### config.mk
export PLATFORM = sky130hd
export DESIGN_NAME = skv_cmp
export DESIGN_NICKNAME = d
export VERILOG_FILES = /design/src/sv/skv_pkg.sv /design/src/sv/skv_cmp.sv
export SDC_FILE = /design/constraint.sdc
export NUM_CORES = 1
export LEC_CHECK = 0
export ABC_AREA = 1
export BUFFER_PORTS_ARGS = -buffer_cell sky130_fd_sc_hd__buf_2
export CORE_MARGIN = 5
export CORE_UTILIZATION = 39
export DETAILED_ROUTE_END_ITERATION = 10
export PLACE_DENSITY_LB_ADDON = 0.25
export SLEW_MARGIN = 20
export SYNTH_ARGS = -nofsm -noshare
export SYNTH_HDL_FRONTEND = slang
export SYNTH_SLANG_ARGS = --single-unit
### constraint.sdc
create_clock -name vclk -period 1.58
set_clock_uncertainty 0.2 [all_clocks]
set_input_delay 0.237 -clock vclk [all_inputs]
set_output_delay 0.237 -clock vclk [all_outputs]
set_load 0.01 [all_outputs]
### src/sv/skv_pkg.sv
package skv_pkg;

  localparam int DEPTH       = 1024;
  localparam int KEY_WIDTH   = 64;
  localparam int VALUE_WIDTH = 64;
  localparam int ADDR_W      = $clog2(DEPTH);
  localparam int CNT_W       = $clog2(DEPTH + 1);

  localparam int PORT_KEY_W   = 64;
  localparam int PORT_VALUE_W = 64;
  localparam int PORT_POS_W   = 10;
  localparam int PORT_CNT_W   = 11;
  localparam int STATUS_W     = 3;

  typedef enum logic [0:0] {
    MODE_INSERT = 1'b0,
    MODE_LOOKUP = 1'b1
  } mode_t;

  typedef enum logic [STATUS_W-1:0] {
    ST_INSERTED = 3'd0,
    ST_REPLACED = 3'd1,
    ST_DROPPED  = 3'd2,
    ST_HIT      = 3'd3,
    ST_MISS     = 3'd4
  } status_t;

  typedef enum logic [2:0] {
    S_IDLE,
    S_SEARCH,
    S_CHECK,
    S_SHIFT_RD,
    S_SHIFT,
    S_PLACE
  } state_t;

  typedef struct packed {
    logic eq;
    logic lt;
  } cmp_t;

  typedef struct packed {
    logic [ADDR_W-1:0]      rd_addr;
    logic                   key_we;
    logic                   val_we;
    logic [ADDR_W-1:0]      wr_addr;
    logic [KEY_WIDTH-1:0]   key_wdata;
    logic [VALUE_WIDTH-1:0] val_wdata;
  } mem_req_t;

endpackage

### src/sv/skv_cmp.sv
module skv_cmp (
  input  logic [skv_pkg::KEY_WIDTH-1:0] a,
  input  logic [skv_pkg::KEY_WIDTH-1:0] b,
  output skv_pkg::cmp_t                 res
);

  import skv_pkg::*;

  always_comb begin
    res.eq = (a == b);
    res.lt = (a < b);
  end

endmodule

==> results by group <==
Timing
  – Hold Fails Final Rpt: 0
  – Slew Limit Fails: 0
  – Setup WS post-layout: -0.322 ns
  – RSZ-0062 raised after global routing: true
  – Fin Hold WS: 0.851 ns
  – Final setup vio count: 2
  – Fin crit period: 1.90 ns
  – Final worst-path cycle share: 1.20
  – Actual slew at the worst max-slew pin: 0.245 ns
  – Slew HR: 0.835
  – Max Fclk: 526 MHz

Die
  – Die Area: 5840 um^2
  – # IOs: 130
  – Die width: 76.4 um
  – Die Y: 76.4 um
  – Core area: 4320 um^2
  – Starting density of the core: 0.398
  – # rows: 24

Placement
  – Port buffer count: 130
  – Gpl congestion: 0.753
  – Pre-CTS setup slack: -0.465 ns
  – Post-Place Cells: 461
  – Hpwl dp: 4.39 mm

Layout
  – Commonest non-fill, non-tap cells in the layout: buf_2 (117), inv_1 (55), nand2_1 (55)
  – Commonest non-fill, non-tap cell in the layout: buf_2
  – Clock buffer cells: 0
  – Layout net count: 603
  – Area Overhead vs Synth: 70.3%
  – Layout cells sized above 1: 0.499
  – Sequential cell count: 0
  – N_diodes: 0
  – Fin cells: 461
  – Register area: 0 um^2

Global route
  – Vias in the first global route: 2128
  – GRT Resource Usage Total: 0.159
  – Largest net degree at the start of global routing: 4
  – Congestion Overflow GR: 0
  – Antenna violations before repair: 0
  – First-pass GRT wire length: 8.45 mm

Pwr
  – Max VDD drop: 0.000141 V
  – Leak: 0.00176 uW
  – Cell area power density: 239 nW/um^2
  – Total power: 700 uW

Critical path
  – Crit path DAT: 1.47 ns
  – Crit path buf inv count: 3
  – Worst Path Required: 1.14 ns
  – Critical path's top delay family: simple AND/OR/NAND/NOR gates
  – Critical-path maximum fanout: 2
  – CP max stage delay: 0.28 ns
  – Worst setup EP type: output port
  – Critical Path, Cell by Cell: buf_2, ha_1, nand2_1, inv_1, nand3_1, nor3_2, nand2_2, nor2_2, a21oi_2, buf_2
  – Critical path class: in2out
  – Most used cell, CP: buf_2
  – CP Launch Type: input pin
  – Worst path slowest cell: ha_1

Routing
  – Drt drc: 0
  – Aggregate routed wire length: 4.85 mm
  – DR iter-0 viols: 28
  – Vias: 2144
  – DRT Pass-1 Iters: 3
  – ANT nets after route: 0
  – Number of vias per cell: 4.65
  – Avg WL per Cell: 10.5 um

Min path
  – Hold Crit Class: in2out

CTS
  – Post CTS Setup Buffer Count: 0
  – Hold Buf Count CTS: 0

Logic synthesis
  – YS warnings: 0
  – Sequential share of the synthesized area: 0
  – Distinct cells, synth: 17
  – Synthesized area per cell: 6.19 um^2
  – Syn Inst Count: 278
  – Synth Cell Area: 1720 um^2
  – Post-Syn Nets: 470

Run
  – Max Cap Viol: 0

Outcome
  – Status: finished, violations left
  – Failing checks: setup timing
## routing by layer
layer / part of all wire / routed length [um] / GRT usage
met1: 0.37 / 1820 / 0.176
met2: 0.53 / 2560 / 0.308
met3: 0.079 / 385 / 0.0343
met4: 0.017 / 84 / 0.0280
met5: 0 / 0 / 0
## power by group
group	leakage [uW]	internal, uW	switching (uW)
clock	0	0	0
sequential	0	0	0
combinational	0.00176	370	330
## cell families after synthesis
group                    Yosys count  synth area share
AO/OA/AOI/OAI                     38             0.118
buffers and inverters             77             0.168
AND/OR/NAND/NOR                   99             0.249
adder cells (fa/ha/maj)           64             0.465
## what timing repair did
action	in CTS	in global routing
pin swaps	31	3
gates resized for setup	33	9
endpoints found under the hold margin	0	0
setup endpoints to repair	2	2
## final timing paths
path                  start     end  slack [ns]  cells after the start
worst max-delay path  a[35]  res[0]       -0.32                     10
worst min-delay path  a[63]  res[0]        0.85                      8
## final cells by class
type	instances	area [um^2]
fillers	381	1390
inverters	77	299
multi-input cells	201	1830
repair buffers	131	739
well taps	52	65.1
## synth_stat cells (all sizes together)
library cell	count	area (um^2)
o21ai	5	25.0
ha	64	801
nor2	17	63.8
inv	77	289
nand2	67	256
nor4	2	33.8
nand4	4	25.0
o21a	2	15.0
o21bai	2	15.0
a21oi	28	140
a21o	1	7.51
nand3	4	20.0
nor3	5	30.0
## through the flow
| step | utilization | setup TNS (ns) | instance area [um^2] |
|---|---|---|---|
| 2_1_floorplan | - | -0.119 | 1990 |
| 3_3_place_gp | 0.627 | -0.805 | 2710 |
| 3_5_place_dp | 0.627 | -0.844 | 2710 |
| 4_1_cts | 0.669 | -0.637 | 2890 |
| 5_1_grt | 0.678 | -0.911 | 2930 |
| 6_report | 0.678 | -0.628 | 2930 |
Power figures use the tool's default switching activity.
