$ cat config.mk
export PLATFORM = sky130hd
export DESIGN_NAME = skv_ctrl
export DESIGN_NICKNAME = d
export VERILOG_FILES = /design/src/sv/skv_pkg.sv /design/src/sv/skv_ctrl.sv
export SDC_FILE = /design/constraint.sdc
export NUM_CORES = 1
export LEC_CHECK = 0
export ABC_CLOCK_PERIOD_IN_PS = 5400
export BUFFER_PORTS_ARGS = -buffer_cell sky130_fd_sc_hd__buf_4
export CAP_MARGIN = 20
export CELL_PAD_IN_SITES_DETAIL_PLACEMENT = 1
export CELL_PAD_IN_SITES_GLOBAL_PLACEMENT = 2
export CORE_ASPECT_RATIO = 0.7
export CORE_MARGIN = 3
export CORE_UTILIZATION = 28
export CTS_CLUSTER_DIAMETER = 40
export DETAILED_ROUTE_END_ITERATION = 6
export PLACE_DENSITY_LB_ADDON = 0.1
export SLEW_MARGIN = 40
export SYNTH_ARGS = -nofsm -noshare
export SYNTH_HDL_FRONTEND = slang
export SYNTH_SLANG_ARGS = --single-unit
$ cat constraint.sdc
create_clock -name clk -period 5.4 [get_ports clk]
set_input_delay 0.27 -clock clk [delete_from_list [all_inputs] [get_ports clk]]
set_output_delay 0.27 -clock clk [all_outputs]
set_load 0.005 [all_outputs]
$ cat src/sv/skv_pkg.sv
package skv_pkg;

  localparam int DEPTH       = 1024;
  localparam int KEY_WIDTH   = 64;
  localparam int VALUE_WIDTH = 64;
  localparam int ADDR_W      = $clog2(DEPTH);
  localparam int CNT_W       = $clog2(DEPTH + 1);

  localparam int PORT_KEY_W   = 64;
  localparam int PORT_VALUE_W = 64;
  localparam int PORT_POS_W   = 10;
  localparam int PORT_CNT_W   = 11;
  localparam int STATUS_W     = 3;

  typedef enum logic [0:0] {
    MODE_INSERT = 1'b0,
    MODE_LOOKUP = 1'b1
  } mode_t;

  typedef enum logic [STATUS_W-1:0] {
    ST_INSERTED = 3'd0,
    ST_REPLACED = 3'd1,
    ST_DROPPED  = 3'd2,
    ST_HIT      = 3'd3,
    ST_MISS     = 3'd4
  } status_t;

  typedef enum logic [2:0] {
    S_IDLE,
    S_SEARCH,
    S_CHECK,
    S_SHIFT_RD,
    S_SHIFT,
    S_PLACE
  } state_t;

  typedef struct packed {
    logic eq;
    logic lt;
  } cmp_t;

  typedef struct packed {
    logic [ADDR_W-1:0]      rd_addr;
    logic                   key_we;
    logic                   val_we;
    logic [ADDR_W-1:0]      wr_addr;
    logic [KEY_WIDTH-1:0]   key_wdata;
    logic [VALUE_WIDTH-1:0] val_wdata;
  } mem_req_t;

endpackage

$ cat src/sv/skv_ctrl.sv
module skv_ctrl (
  input  logic                            clk,
  input  logic                            rst,
  input  logic                            start,
  input  logic                            mode,
  input  logic [skv_pkg::KEY_WIDTH-1:0]   key,
  input  logic [skv_pkg::VALUE_WIDTH-1:0] value,
  output logic                            busy,
  input  skv_pkg::cmp_t                   cmp,
  input  logic [skv_pkg::KEY_WIDTH-1:0]   key_rd,
  input  logic [skv_pkg::VALUE_WIDTH-1:0] val_rd,
  output logic [skv_pkg::KEY_WIDTH-1:0]   cmp_key,
  output skv_pkg::mem_req_t               mem_req,
  output logic                            done,
  output skv_pkg::status_t                status,
  output logic [skv_pkg::VALUE_WIDTH-1:0] result_value,
  output logic [skv_pkg::ADDR_W-1:0]      position,
  output logic [skv_pkg::CNT_W-1:0]       entry_count
);

  import skv_pkg::*;

  state_t                 state, state_next;
  logic [CNT_W-1:0]       lo, hi, count;
  logic [CNT_W-1:0]       mid_sum;
  logic [ADDR_W-1:0]      mid_next, mid, ptr, pos;
  logic [ADDR_W-1:0]      last_addr;
  mode_t                  mode_q;
  logic [KEY_WIDTH-1:0]   k_q;
  logic [VALUE_WIDTH-1:0] v_q;
  logic                   open;
  logic                   full;

  logic                   fin;
  status_t                fin_status;
  logic [ADDR_W-1:0]      fin_pos;
  logic [VALUE_WIDTH-1:0] fin_val;

  assign mid_sum   = lo + ((hi - lo) >> 1);
  assign mid_next  = mid_sum[ADDR_W-1:0];
  assign open      = (lo < hi);
  assign full      = (count == CNT_W'(DEPTH));
  assign last_addr = ADDR_W'(count - CNT_W'(1));
  assign cmp_key   = k_q;
  assign busy      = (state != S_IDLE);
  assign entry_count = count;

  always_comb begin
    state_next = state;
    case (state)
      S_IDLE: begin
        if (start) state_next = S_SEARCH;
      end
      S_SEARCH: begin
        if (open) begin
          state_next = S_CHECK;
        end else if (mode_q == MODE_LOOKUP || full) begin
          state_next = S_IDLE;
        end else if (lo == count) begin
          state_next = S_PLACE;
        end else begin
          state_next = S_SHIFT_RD;
        end
      end
      S_CHECK: begin
        state_next = cmp.eq ? S_IDLE : S_SEARCH;
      end
      S_SHIFT_RD: state_next = S_SHIFT;
      S_SHIFT: begin
        if (ptr == pos) state_next = S_PLACE;
      end
      S_PLACE: state_next = S_IDLE;
      default: state_next = S_IDLE;
    endcase
  end

  always_comb begin
    mem_req.rd_addr   = mid_next;
    mem_req.key_we    = 1'b0;
    mem_req.val_we    = 1'b0;
    mem_req.wr_addr   = pos;
    mem_req.key_wdata = k_q;
    mem_req.val_wdata = v_q;
    fin        = 1'b0;
    fin_status = ST_MISS;
    fin_pos    = '0;
    fin_val    = '0;
    case (state)
      S_SEARCH: begin
        if (!open) begin
          if (mode_q == MODE_LOOKUP) begin
            fin        = 1'b1;
            fin_status = ST_MISS;
          end else if (full) begin
            fin        = 1'b1;
            fin_status = ST_DROPPED;
          end
        end
      end
      S_CHECK: begin
        if (cmp.eq) begin
          fin     = 1'b1;
          fin_pos = mid;
          if (mode_q == MODE_LOOKUP) begin
            fin_status = ST_HIT;
            fin_val    = val_rd;
          end else begin
            fin_status     = ST_REPLACED;
            mem_req.val_we = 1'b1;
            mem_req.wr_addr = mid;
          end
        end
      end
      S_SHIFT_RD: begin
        mem_req.rd_addr = last_addr;
      end
      S_SHIFT: begin
        mem_req.rd_addr   = ptr - ADDR_W'(1);
        mem_req.key_we    = 1'b1;
        mem_req.val_we    = 1'b1;
        mem_req.wr_addr   = ptr + ADDR_W'(1);
        mem_req.key_wdata = key_rd;
        mem_req.val_wdata = val_rd;
      end
      S_PLACE: begin
        mem_req.key_we = 1'b1;
        mem_req.val_we = 1'b1;
        fin        = 1'b1;
        fin_status = ST_INSERTED;
        fin_pos    = pos;
      end
      default: begin
      end
    endcase
  end

  always_ff @(posedge clk) begin
    if (rst) begin
      state <= S_IDLE;
      count <= '0;
      done  <= 1'b0;
    end else begin
      state <= state_next;
      done  <= fin;
      if (state == S_PLACE) begin
        count <= count + CNT_W'(1);
      end
    end
  end

  always_ff @(posedge clk) begin
    if (fin) begin
      status       <= fin_status;
      position     <= fin_pos;
      result_value <= fin_val;
    end
    case (state)
      S_IDLE: begin
        if (start) begin
          mode_q <= mode_t'(mode);
          k_q    <= key;
          v_q    <= value;
          lo     <= '0;
          hi     <= count;
        end
      end
      S_SEARCH: begin
        if (open) begin
          mid <= mid_next;
        end else begin
          pos <= lo[ADDR_W-1:0];
        end
      end
      S_CHECK: begin
        if (!cmp.eq) begin
          if (cmp.lt) begin
            hi <= CNT_W'(mid);
          end else begin
            lo <= CNT_W'(mid) + CNT_W'(1);
          end
        end
      end
      S_SHIFT_RD: ptr <= last_addr;
      S_SHIFT: ptr <= ptr - ADDR_W'(1);
      default: begin
      end
    endcase
  end

  a_count_bound: assert property (@(posedge clk) disable iff (rst)
    count <= CNT_W'(DEPTH))
    else $error("Entry count exceeds the table depth.");

  a_search_order: assert property (@(posedge clk) disable iff (rst)
    (state == S_SEARCH || state == S_CHECK) |-> (lo <= hi && hi <= count))
    else $error("Search bounds are out of order.");

  a_done_follows_work: assert property (@(posedge clk) disable iff (rst)
    fin |=> (done && state == S_IDLE))
    else $error("A finished item did not return to idle with a result.");

  a_insert_grows: assert property (@(posedge clk) disable iff (rst)
    (done && status == ST_INSERTED) |-> count == CNT_W'($past(count) + CNT_W'(1)))
    else $error("An insert did not grow the table by one entry.");

  a_shift_range: assert property (@(posedge clk) disable iff (rst)
    (state == S_SHIFT) |-> (ptr >= pos && !full))
    else $error("Shift pointer went below the insert position.");

endmodule

==> results of run 1 <==
-- metal layers --
layer	global-route usage, %	vias to the layer above
li1	-	5634
met1	27.96	5771
met2	39.22	398
met3	7.052	112
met4	8.411	2
met5	0	-
-- final timing paths --
check                                                       to           startpoint  slack, ps  depth (start not counted)
worst min register to register                pos[6]$_DFFE_PP_  lo[6]$_SDFFCE_PP0P_        560                          0
worst min-delay path            result_value[29]$_SDFFCE_PN0P_           val_rd[29]         30                          2
worst max register to register                mid[8]$_DFFE_PP_  lo[0]$_SDFFCE_PP0P_       1910                         14
worst max-delay path                              mem_req[148]  lo[0]$_SDFFCE_PP0P_       1040                         16
-- worst register-to-register path, cell delays in order, from the launching register on --
cell,delay (ps)
edfxtp_1,430
ha_1,200
inv_1,60
fa_1,420
a211oi_1,280
o21bai_1,150
a21oi_2,260
xnor2_1,110
ha_1,390
nand3_1,120
o211ai_1,280
o21ai_0,140
nand2b_1,110
a21oi_1,90
xnor2_1,250
-- state kept, by name, indices dropped and copies added, names as in the netlist --
| name | count |
|---|---|
| cmp_key | 64 |
| result_value | 64 |
| v_q | 64 |
| entry_count | 11 |
| hi | 11 |
| lo | 11 |
| mid | 10 |
| pos | 10 |
| position | 10 |
| ptr | 10 |
| state | 3 |
| status | 3 |
| done | 1 |
| mode_q | 1 |
-- through the flow --
step | instances | utilization, % | instance area [um^2] | hold slack, ps
after floorplan | 1210 | - | 13020 | 339.1
after global placement | 2325 | 39.24 | 17840 | 447.9
final | 2598 | 46.83 | 21290 | 29.62
after detailed placement | 2325 | 39.24 | 17840 | 449.3
after global routing | 2596 | 46.82 | 21280 | 6.003
after CTS | 2593 | 46.75 | 21250 | 3.199
-- repair_timing --
item	in CTS	in global routing
endpoints found under the hold margin	183	0
setup buffers	0	0
hold buffers	183	0
-- cell usage after synthesis (3+ instances only) --
cell type    n
xnor2_1     36
a21o_1       4
nor4_1       3
a22oi_1      5
inv_1       28
nor2b_1      3
nand2b_1     3
clkbuf_1    24
a22o_1      10
a21oi_1     22
mux2i_1      6
nand3_1     13
nand4_1      8
a211oi_1     4
nor3_1       4
xor2_1      38
nor2_1      51
o221ai_1     5
buf_2       33
o21ai_0     22
ha_1        25
dfxtp_1     15
or3_1        6
a221o_1      7
o22ai_1      4
nand2_1    449
and3_1       6
edfxtp_1   258
and2_1      69
-- cell families (layout without fill, tap and decap cells) --
family / count (synthesis) / count (layout) / synth area share (%)
adders and majority gates: 27 / 27 / 2.710
other: 0 / 4 / 0
and+or+nand+nor: 634 / 634 / 21.31
DFF: 273 / 273 / 61.82
muxes: 6 / 6 / 0.4613
xor gates and xnor gates: 74 / 74 / 4.978
buffers and inverters: 93 / 874 / 3.181
AOI/OAI and AO/OA: 103 / 103 / 5.545
-- layout make-up --
class | count | area [um^2] | area share (%)
Antenna cell | 4 | 10.01 | 0.04702
Sequential cell | 273 | 8048 | 37.80
Clock buffer | 54 | 1255 | 5.895
Timing Repair Buffer | 760 | 6192 | 29.09
Clock inverter | 31 | 327.8 | 1.540
Inverter | 29 | 115.1 | 0.5407
Multi-Input combinational cell | 844 | 4587 | 21.55
Tap cell | 603 | 754.5 | 3.544
-- power by group through the flow --
stage / registers [mW] / logic (mW) / clock network, mW
final: 2.71 / 1.72 / 3.01
after global routing: 2.74 / 1.87 / 3.18
after CTS: 2.71 / 1.74 / 3.08
after detailed placement: 2.75 / 1.62 / 0
after global placement: 2.74 / 1.61 / 0
after floorplan: 2.73 / 0.696 / 0
==> metrics, run 1 <==
initial antenna violation count 3; fin nets 2243; top cell type's share of synthesized area 59.51%; Max VDD drop 0.0001919 V; Crit. End Element output port; vias in the first global route 12750; Post-Synthesis Net Count 1499; routed wl met2 28440 um; most frequent cells in the layout 574 x buf_4, 448 x nand2_1, 258 x edfxtp_1; CTS clk-pin slew, worst paths 60 ps; Final Slew Violations 0; post-layout minimum cycle time 4365 ps; crit path DAT 4090 ps; Post-synth EDFFs 258; Synth area leaders edfxtp_1 60%, nand2_1 13%, and2_1 3.3%; post-CTS resize count 0; Row Count 65; CTS tree built; CORE AREA 45460 um^2; DR WL/cell 22.59 um; Clock Path Buffers 3; clk sinks 273; Final ANT Viol Nets 0; slowest stage delay, CP 430 ps; setup violators final 0; post-synth top area cell edfxtp_1; Via density 4.587; GRT overflow 0; Yosys cell types 65; sw frac 28.03%; net switching power 2.086 mW; sequential share of the synthesized area 61.82%; CP delay by family, top compound AO/OA/AOI/OAI gates; GR Util All Layers 23.19%; Fin Setup TNS 0 ps; global-route wire length before repair 85310 um; Pwr Density 349.6 nW/um^2; CTS Buf Count 46; fraction of layout instances using a drive strength above 1 34.15%; drt total wl 58690 um; post-synthesis async set-or-reset flop share 0%; Pleak 9.369 nW; most common cell after layout, fill and taps aside buf_4; crit-path max FO 5; area growth from synthesis to layout 63.53%; worst-margin pin slew 790.6 ps; Avg Inst Size Synth 10.76 um^2; Vias 11920; Sequential Power Share 36.5%; initial drt markers 652; uppermost layer routed met5; combinational share of power 23.2%; Clock Skews 19.49 ps; Clk pwr share 40.4%; Post-DP HPWL 43840 um; DR pass1 iterations 4; I/O Pins 566; pre-CTS worst setup slack 1686 ps; Clock Latency Late Sink 540 ps; Internal Pwr Total 5.357 mW; startpoint types register; worst path cell trace ha_1, inv_1, fa_1, a211oi_1, o21bai_1, a21oi_2, xnor2_1, ha_1, nand3_1, o211ai_1, o21ai_0, nand2b_1, a21oi_1, xnor2_1, a21o_1, buf_4; Slowest-stage cell, CP edfxtp_1; M1 wire length 23330 um; final setup margin 1035 ps; Syn. warnings 0; DR DRC count 0; Post-Syn Instances 1210; Fmax 229.1 MHz; Layout fillers 5015; H-tree levels 2; CP Buf/Inv Count 2; met3 wire len 4601 um; Final Power 7.442 mW; min-delay worst type in -> reg; Die Span Y 186.4 um; die width 263.7 um; Initial Util 28.64%; Worst Path Required 5130 ps; final hold vios 0; largest net degree at the start of global routing 138; input/output buffers 565; max-cap violation count 0; slew margin rel. 47.24%; CTS root buf clkbuf_16; Syn Std Cell Area 13020 um^2; RePlAce Congestion 0.8592; Setup CP Type reg -> out; Die ar. 49160 um^2; status finished clean; Yosys reg bits 273; RSZ-0062 raised after global routing no; final worst-path cycle share 80.83%; Primary FF master, synth edfxtp_1
No activity file was read; power rests on OpenSTA's default activity.
==> inputs of run 2 (changes only) <==
ABC_CLOCK_PERIOD_IN_PS = 4190   (was 5400)
clock period = 4.19 ns   (was 5.4 ns; I/O delays follow)
==> run 2 against run 1 <==
Net effect: sequential power is 29% higher; utilization is 0.41 points higher; final area is 0.88% higher; first-iteration DRC count is 17% higher; largest cell class unchanged; clock skew is 1.5 ps lower; routed wire length is 1.4% higher.
==> metrics, run 2 (synthesized netlist as in run 1, its figures left out) <==
status finished clean; final hold vios 0 (unchanged); hold_sp cmp[1]; Max VDD drop 0.0003080 V (+60%); global-route wire length before repair 87110 um (+2.1%); Fin Setup TNS 0 ps (unchanged); CTS tree built; Via density 4.632 (+0.97%); Crit. End Element output port; Clock Path Buffers 3 (unchanged); met2 usage 41.02% (+1.8 points); most frequent cells in the layout 584 x buf_4, 448 x nand2_1, 258 x edfxtp_1; CTS root buf clkbuf_16; Slowest-stage cell, CP edfxtp_1; DR pass1 iterations 5 (+1); Final ANT Viol Nets 0 (unchanged); Final Power 9.596 mW (+29%); DR WL/cell 22.77 um (+0.81%); initial drt markers 763 (+17%); pre-CTS worst setup slack 568.8 ps (-1117 ps); flop-to-flop setup slack 1110 ps (-800 ps); R2R depth 14 (unchanged); Most Crowded Layer GR met2; GRT overflow 0 (unchanged); Pleak 9.460 nW (+0.97%); met1 GRT Util 28.79% (+0.83 points); CTS clk-pin slew, worst paths 50 ps (about the same); Hold Path Cell Cnt 4 (+2); initial antenna violation count 1 (-2); Post-DP HPWL 44500 um (+1.5%); Hold Worst Slack 49.81 ps (+20.19 ps); critical path depth 16 (unchanged); grt met3 use 6.234% (-0.82 points); setup violators final 0 (unchanged); CORE AREA 45460 um^2 (unchanged); max-cap violation count 0 (unchanged); Initial Util 28.64% (unchanged); slowest stage delay, CP 430 ps (about the same); final setup margin 313.1 ps (-722.0 ps); most used cell, CP ha_1; final worst-path cycle share 92.53%; CP Buf/Inv Count 2 (unchanged); fraction of layout instances using a drive strength above 1 34.43% (+0.27 points); I/O Pins 566 (unchanged); worst-margin pin slew 823.0 ps (+32.40 ps); Setup CP Type reg -> out; Clock Skews 17.96 ps (-1.531 ps); area growth from synthesis to layout 64.97%; Die Span Y 186.4 um (unchanged); Pwr Density 446.8 nW/um^2 (+28%); drt total wl 59530 um (+1.4%); Final Slew Violations 0 (unchanged); startpoint types register; R2R Path Start lo[1]$_SDFFCE_PP0P_; Row Count 65 (unchanged); largest net degree at the start of global routing 138 (unchanged); clk sinks 273 (unchanged); crit path DAT 3670 ps (-420 ps); die width 263.7 um (unchanged); Fmax 257.9 MHz; worst path cell trace inv_1, ha_1, nor2b_1, o31a_1, o21a_1, nor2_1, xnor2_1, ha_1, nand3_2, o211ai_1, o21ai_1, nand2b_1, a21oi_2, xnor2_2, a21o_1, buf_4; Vias 12110 (+1.6%); post-layout minimum cycle time 3877 ps; DR DRC count 0 (unchanged); crit-path max FO 5 (unchanged); vias in the first global route 13020 (+2.1%); Clock Latency Late Sink 550 ps (about the same); RePlAce Congestion 0.8642 (+0.58%); H-tree levels 2 (unchanged); Worst Path Required 3980 ps (-1150 ps); most common cell after layout, fill and taps aside buf_4; slew margin rel. 44.93% (-2.3 points); fin nets 2264 (+0.94%); Die ar. 49160 um^2 (unchanged); min-delay worst type in -> reg; CTS Buf Count 46 (unchanged); worst setup path startpoint lo[1]$_SDFFCE_PP0P_; GR Util All Layers 23.60% (+0.41 points); CP delay by family, top compound AO/OA/AOI/OAI gates; input/output buffers 565 (unchanged); RSZ-0062 raised after global routing no
-- run 2: changes by cell type in the layout (fill, tap and decap cells not counted), sizes merged --
cell / before / now
inv: 32 / 30
dlygate4sd3: 183 / 193
bufinv: 5 / 7
buf: 577 / 588
clkinv: 18 / 17
clkinvlp: 5 / 3
diode: 4 / 1
clkbuf: 54 / 55
-- run 2: power by group --
group | switching (mW) | total, mW | internal, mW
Combinational | 1.12 | 2.26 | 1.15
Sequential | 0.167 | 3.50 | 3.34
Clock | 1.38 | 3.83 | 2.45
-- run 2: layout make-up --
cell class / instances / area, um^2
Clock buffer: 55 / 1185
Tap cell: 603 / 754.5
Antenna cell: 1 / 2.502
Multi-Input combinational cell: 844 / 4618
Sequential cell: 273 / 8048
Timing Repair Buffer: 781 / 6404
Inverter: 29 / 115.1
Fill cell: 4992 / 23990
Clock inverter: 28 / 350.3
-- run 2: path summary, 6_finish.rpt --
check | end
max | mem_req[148]
min | state[0]$_SDFFE_PP0P_
max reg2reg | mid[8]$_DFFE_PP_
min reg2reg | pos[1]$_DFFE_PP_
-- run 2: repair_timing --
| item | in CTS | in global routing |
|---|---|---|
| setup buffers | 1 | 4 |
| pin swaps | 1 | 13 |
| endpoints found under the hold margin | 205 | 0 |
| endpoints found under the setup margin | 1 | 4 |
| hold buffers | 193 | 0 |
| gates resized for setup | 0 | 11 |
-- run 2: stage by stage --
stage	area, um^2	instances	util, %
floorplan	13020	1210	-
global placement	17900	2331	39.36
detailed placement	17900	2331	39.36
CTS	21370	2608	47.01
global route	21480	2614	47.24
finish	21480	2614	47.24
-- run 2: worst reg2reg max path, cell delays in order, from the launching register on --
cell and delay, ps:
edfxtp_1 430, inv_1 140, ha_1 250, nor2b_1 150, o31a_1 310, o21a_1 190
nor2_1 110, xnor2_1 80, ha_1 390, nand3_2 90, o211ai_1 240, o21ai_1 120
nand2b_1 100, a21oi_2 70, xnor2_2 150
-- run 2: per-layer routing --
metal / vias up / wire length, um
li1: 5668 / -
met1: 5931 / 23970
met2: 415 / 29640
met3: 93 / 4121
met4: 0 / 1801
met5: - / 0
==> inputs of run 3 (changes only) <==
SETUP_SLACK_MARGIN = 0.5   (was default)
==> run 3 against run 2 <==
Net effect: final area rose by 0.70%; die area did not move; non-clock buffer count rose by 19; hold slack got worse by 9.1 ps; clock skew rose by 15 ps; power fell by 0.23%; combinational power rose by 5%; flip-flop and latch count did not move; setup slack got worse by 9.6 ps; cell count rose by 0.80%; critical path depth rose by 2.
==> metrics, run 3 (synthesized netlist as in run 1, its figures left out) <==
Max VDD drop 0.0002375 V (-23%); final hold vios 0 (unchanged); H-tree levels 2 (unchanged); Final Power 9.574 mW (-0.23%); clk sinks 273 (unchanged); area growth from synthesis to layout 66.13%; Crit. End Element output port; final cell count without fillers 2635 (+0.80%); Via density 4.612 (-0.42%); DR DRC count 0 (unchanged); worst-margin pin slew 882.4 ps (+59.41 ps); most frequent cells in the layout 599 x buf_4, 448 x nand2_1, 258 x edfxtp_1; startpoint types register; drt total wl 60420 um (+1.5%); slew margin rel. 41.17% (-3.8 points); Die Span Y 186.4 um (unchanged); flop-to-flop setup slack 310 ps (-800 ps); R2R depth 10 (-4); Clock Latency Late Sink 550 ps (about the same); Fin Setup TNS 0 ps (unchanged); Layout fillers 5031 (+0.78%); RSZ-0062 raised after global routing yes; Final ANT Viol Nets 0 (unchanged); Worst Path Required 3980 ps (about the same); worst setup path startpoint hi[0]$_DFFE_PP_; crit-path max FO 5 (unchanged); status finished clean; largest net degree at the start of global routing 130 (-5.8%); CORE AREA 45460 um^2 (unchanged); initial antenna violation count 4 (+3); vias in the first global route 12990 (-0.22%); initial drt markers 751 (-1.6%); max-cap violation count 0 (unchanged); CTS tree built; R2R Path Start lo[0]$_SDFFCE_PP0P_; Clock Skews 33.32 ps (+15.37 ps); most common cell after layout, fill and taps aside buf_4; global-route wire length before repair 86890 um (-0.25%); Fmax 257.3 MHz (-0.25%); die width 263.7 um (unchanged); CTS Buf Count 44 (-4.3%); fin nets 2282 (+0.80%); Vias 12150 (+0.38%); Clock Path Buffers 3 (unchanged); Post-DP HPWL 44640 um (+0.30%); CTS root buf clkbuf_16; final worst-path cycle share 92.76% (+0.23 points); RePlAce Congestion 0.8389 (-2.9%); Die ar. 49160 um^2 (unchanged); CTS clk-pin slew, worst paths 50 ps (about the same); Hold Worst Slack 40.71 ps (-9.102 ps); GRT overflow 0 (unchanged); crit path DAT 3680 ps (about the same); GR Util All Layers 23.66% (+0.059 points); FF+latch area 8048 um^2 (unchanged); post-route cell area 21630 um^2 (+0.70%); Initial Util 28.64% (unchanged); Final Slew Violations 0 (unchanged); dpl cell area 18010 um^2 (+0.66%); post-layout minimum cycle time 3886 ps (+9.586 ps); R2R Path End result_value[63]$_SDFFCE_PN0P_; setup violators final 0 (unchanged); Row Count 65 (unchanged); area of the multi-input gates 4642 um^2 (+0.51%); DR WL/cell 22.93 um (+0.69%); DR pass1 iterations 5 (unchanged); input/output buffers 565 (unchanged); I/O Pins 566 (unchanged); Pwr Density 442.6 nW/um^2 (-0.93%); min-delay worst type in -> reg; Setup CP Type reg -> out; CP Capture Point mem_req[148]; fraction of layout instances using a drive strength above 1 35.83% (+1.4 points); DP Cell Count 2339 (+0.34%); Pleak 9.540 nW (+0.84%)
[run 3: changes by cell type in the layout (fill, tap and decap cells not counted), moves of 3 or more]
cell,previous run,this run
bufinv_16,7,3
inv_6,4,8
nor2_2,2,5
buf_4,584,599
nor2_1,50,47
clkinvlp_4,3,8
clkbuf_1,9,3
inv_8,0,5
buf_12,3,7
clkinv_1,6,3
[run 3: how the worst min path moves through the flow]
stage                 start                           to  slack, ps  cells after the start
floorplan               rst  entry_count[5]$_SDFFE_PP0P_        280                      1
global placement    key[28]        cmp_key[28]$_DFFE_PP_        390                      1
detailed placement  key[28]        cmp_key[28]$_DFFE_PP_        390                      1
CTS                   start        state[0]$_SDFFE_PP0P_         20                      3
global route          start        state[0]$_SDFFE_PP0P_         50                      3
finish                start        state[0]$_SDFFE_PP0P_         40                      3
[run 3: layout make-up]
class | instances | area share, %
timing repair buffer | 800 | 30.42
clock buffer | 48 | 5.259
clock inverter | 34 | 1.562
sequential | 273 | 37.21
multi-input combinational | 844 | 21.46
antenna | 3 | 0.03471
inverter | 29 | 0.5380
timing repair inverter | 1 | 0.02314
tap | 603 | 3.488
[run 3: timing repair]
action | CTS | global route
setup buffers | 9 | 8
setup endpoints to repair | 5 | 61
resized for setup | 12 | 6
endpoints found under the hold margin | 201 | 0
hold buffers | 193 | 0
pin swaps | 10 | 6
cloned | 0 | 1
[run 3: through the flow]
| step | util, % | setup WS (ps) |
|---|---|---|
| floorplan | - | 777.3 |
| global placement | 39.61 | 663.8 |
| detailed placement | 39.62 | 533.2 |
| CTS | 47.35 | 342.8 |
| global route | 47.57 | 51.64 |
| finish | 47.57 | 303.5 |
[run 3: worst max-delay path, stage by stage (launching register included)]
cell	delay (ps)
edfxtp_1	350
inv_1	70
ha_2	190
inv_2	40
fa_2	340
a211oi_2	210
o21bai_1	130
a21oi_2	190
xnor2_1	90
ha_1	350
nand3_1	100
o211ai_1	250
o21ai_1	90
nand2b_1	100
a21oi_2	60
xnor2_1	120
buf_4	140
a21o_1	170
buf_4	130
[run 3: where the power goes]
part,switching (mW),internal [mW],leakage (nW)
clock,1.48,2.21,0.711
sequential,0.166,3.33,2.52
combinational,1.16,1.22,6.31
total,2.81,6.76,9.54
[run 3: per-layer routing]
metal,wire length (um),track usage (%),up-vias
met5,0,0,-
met4,1906,7.309,0
met1,23970,28.31,5944
met3,4094,6.234,95
li1,-,-,5701
met2,30450,41.59,413
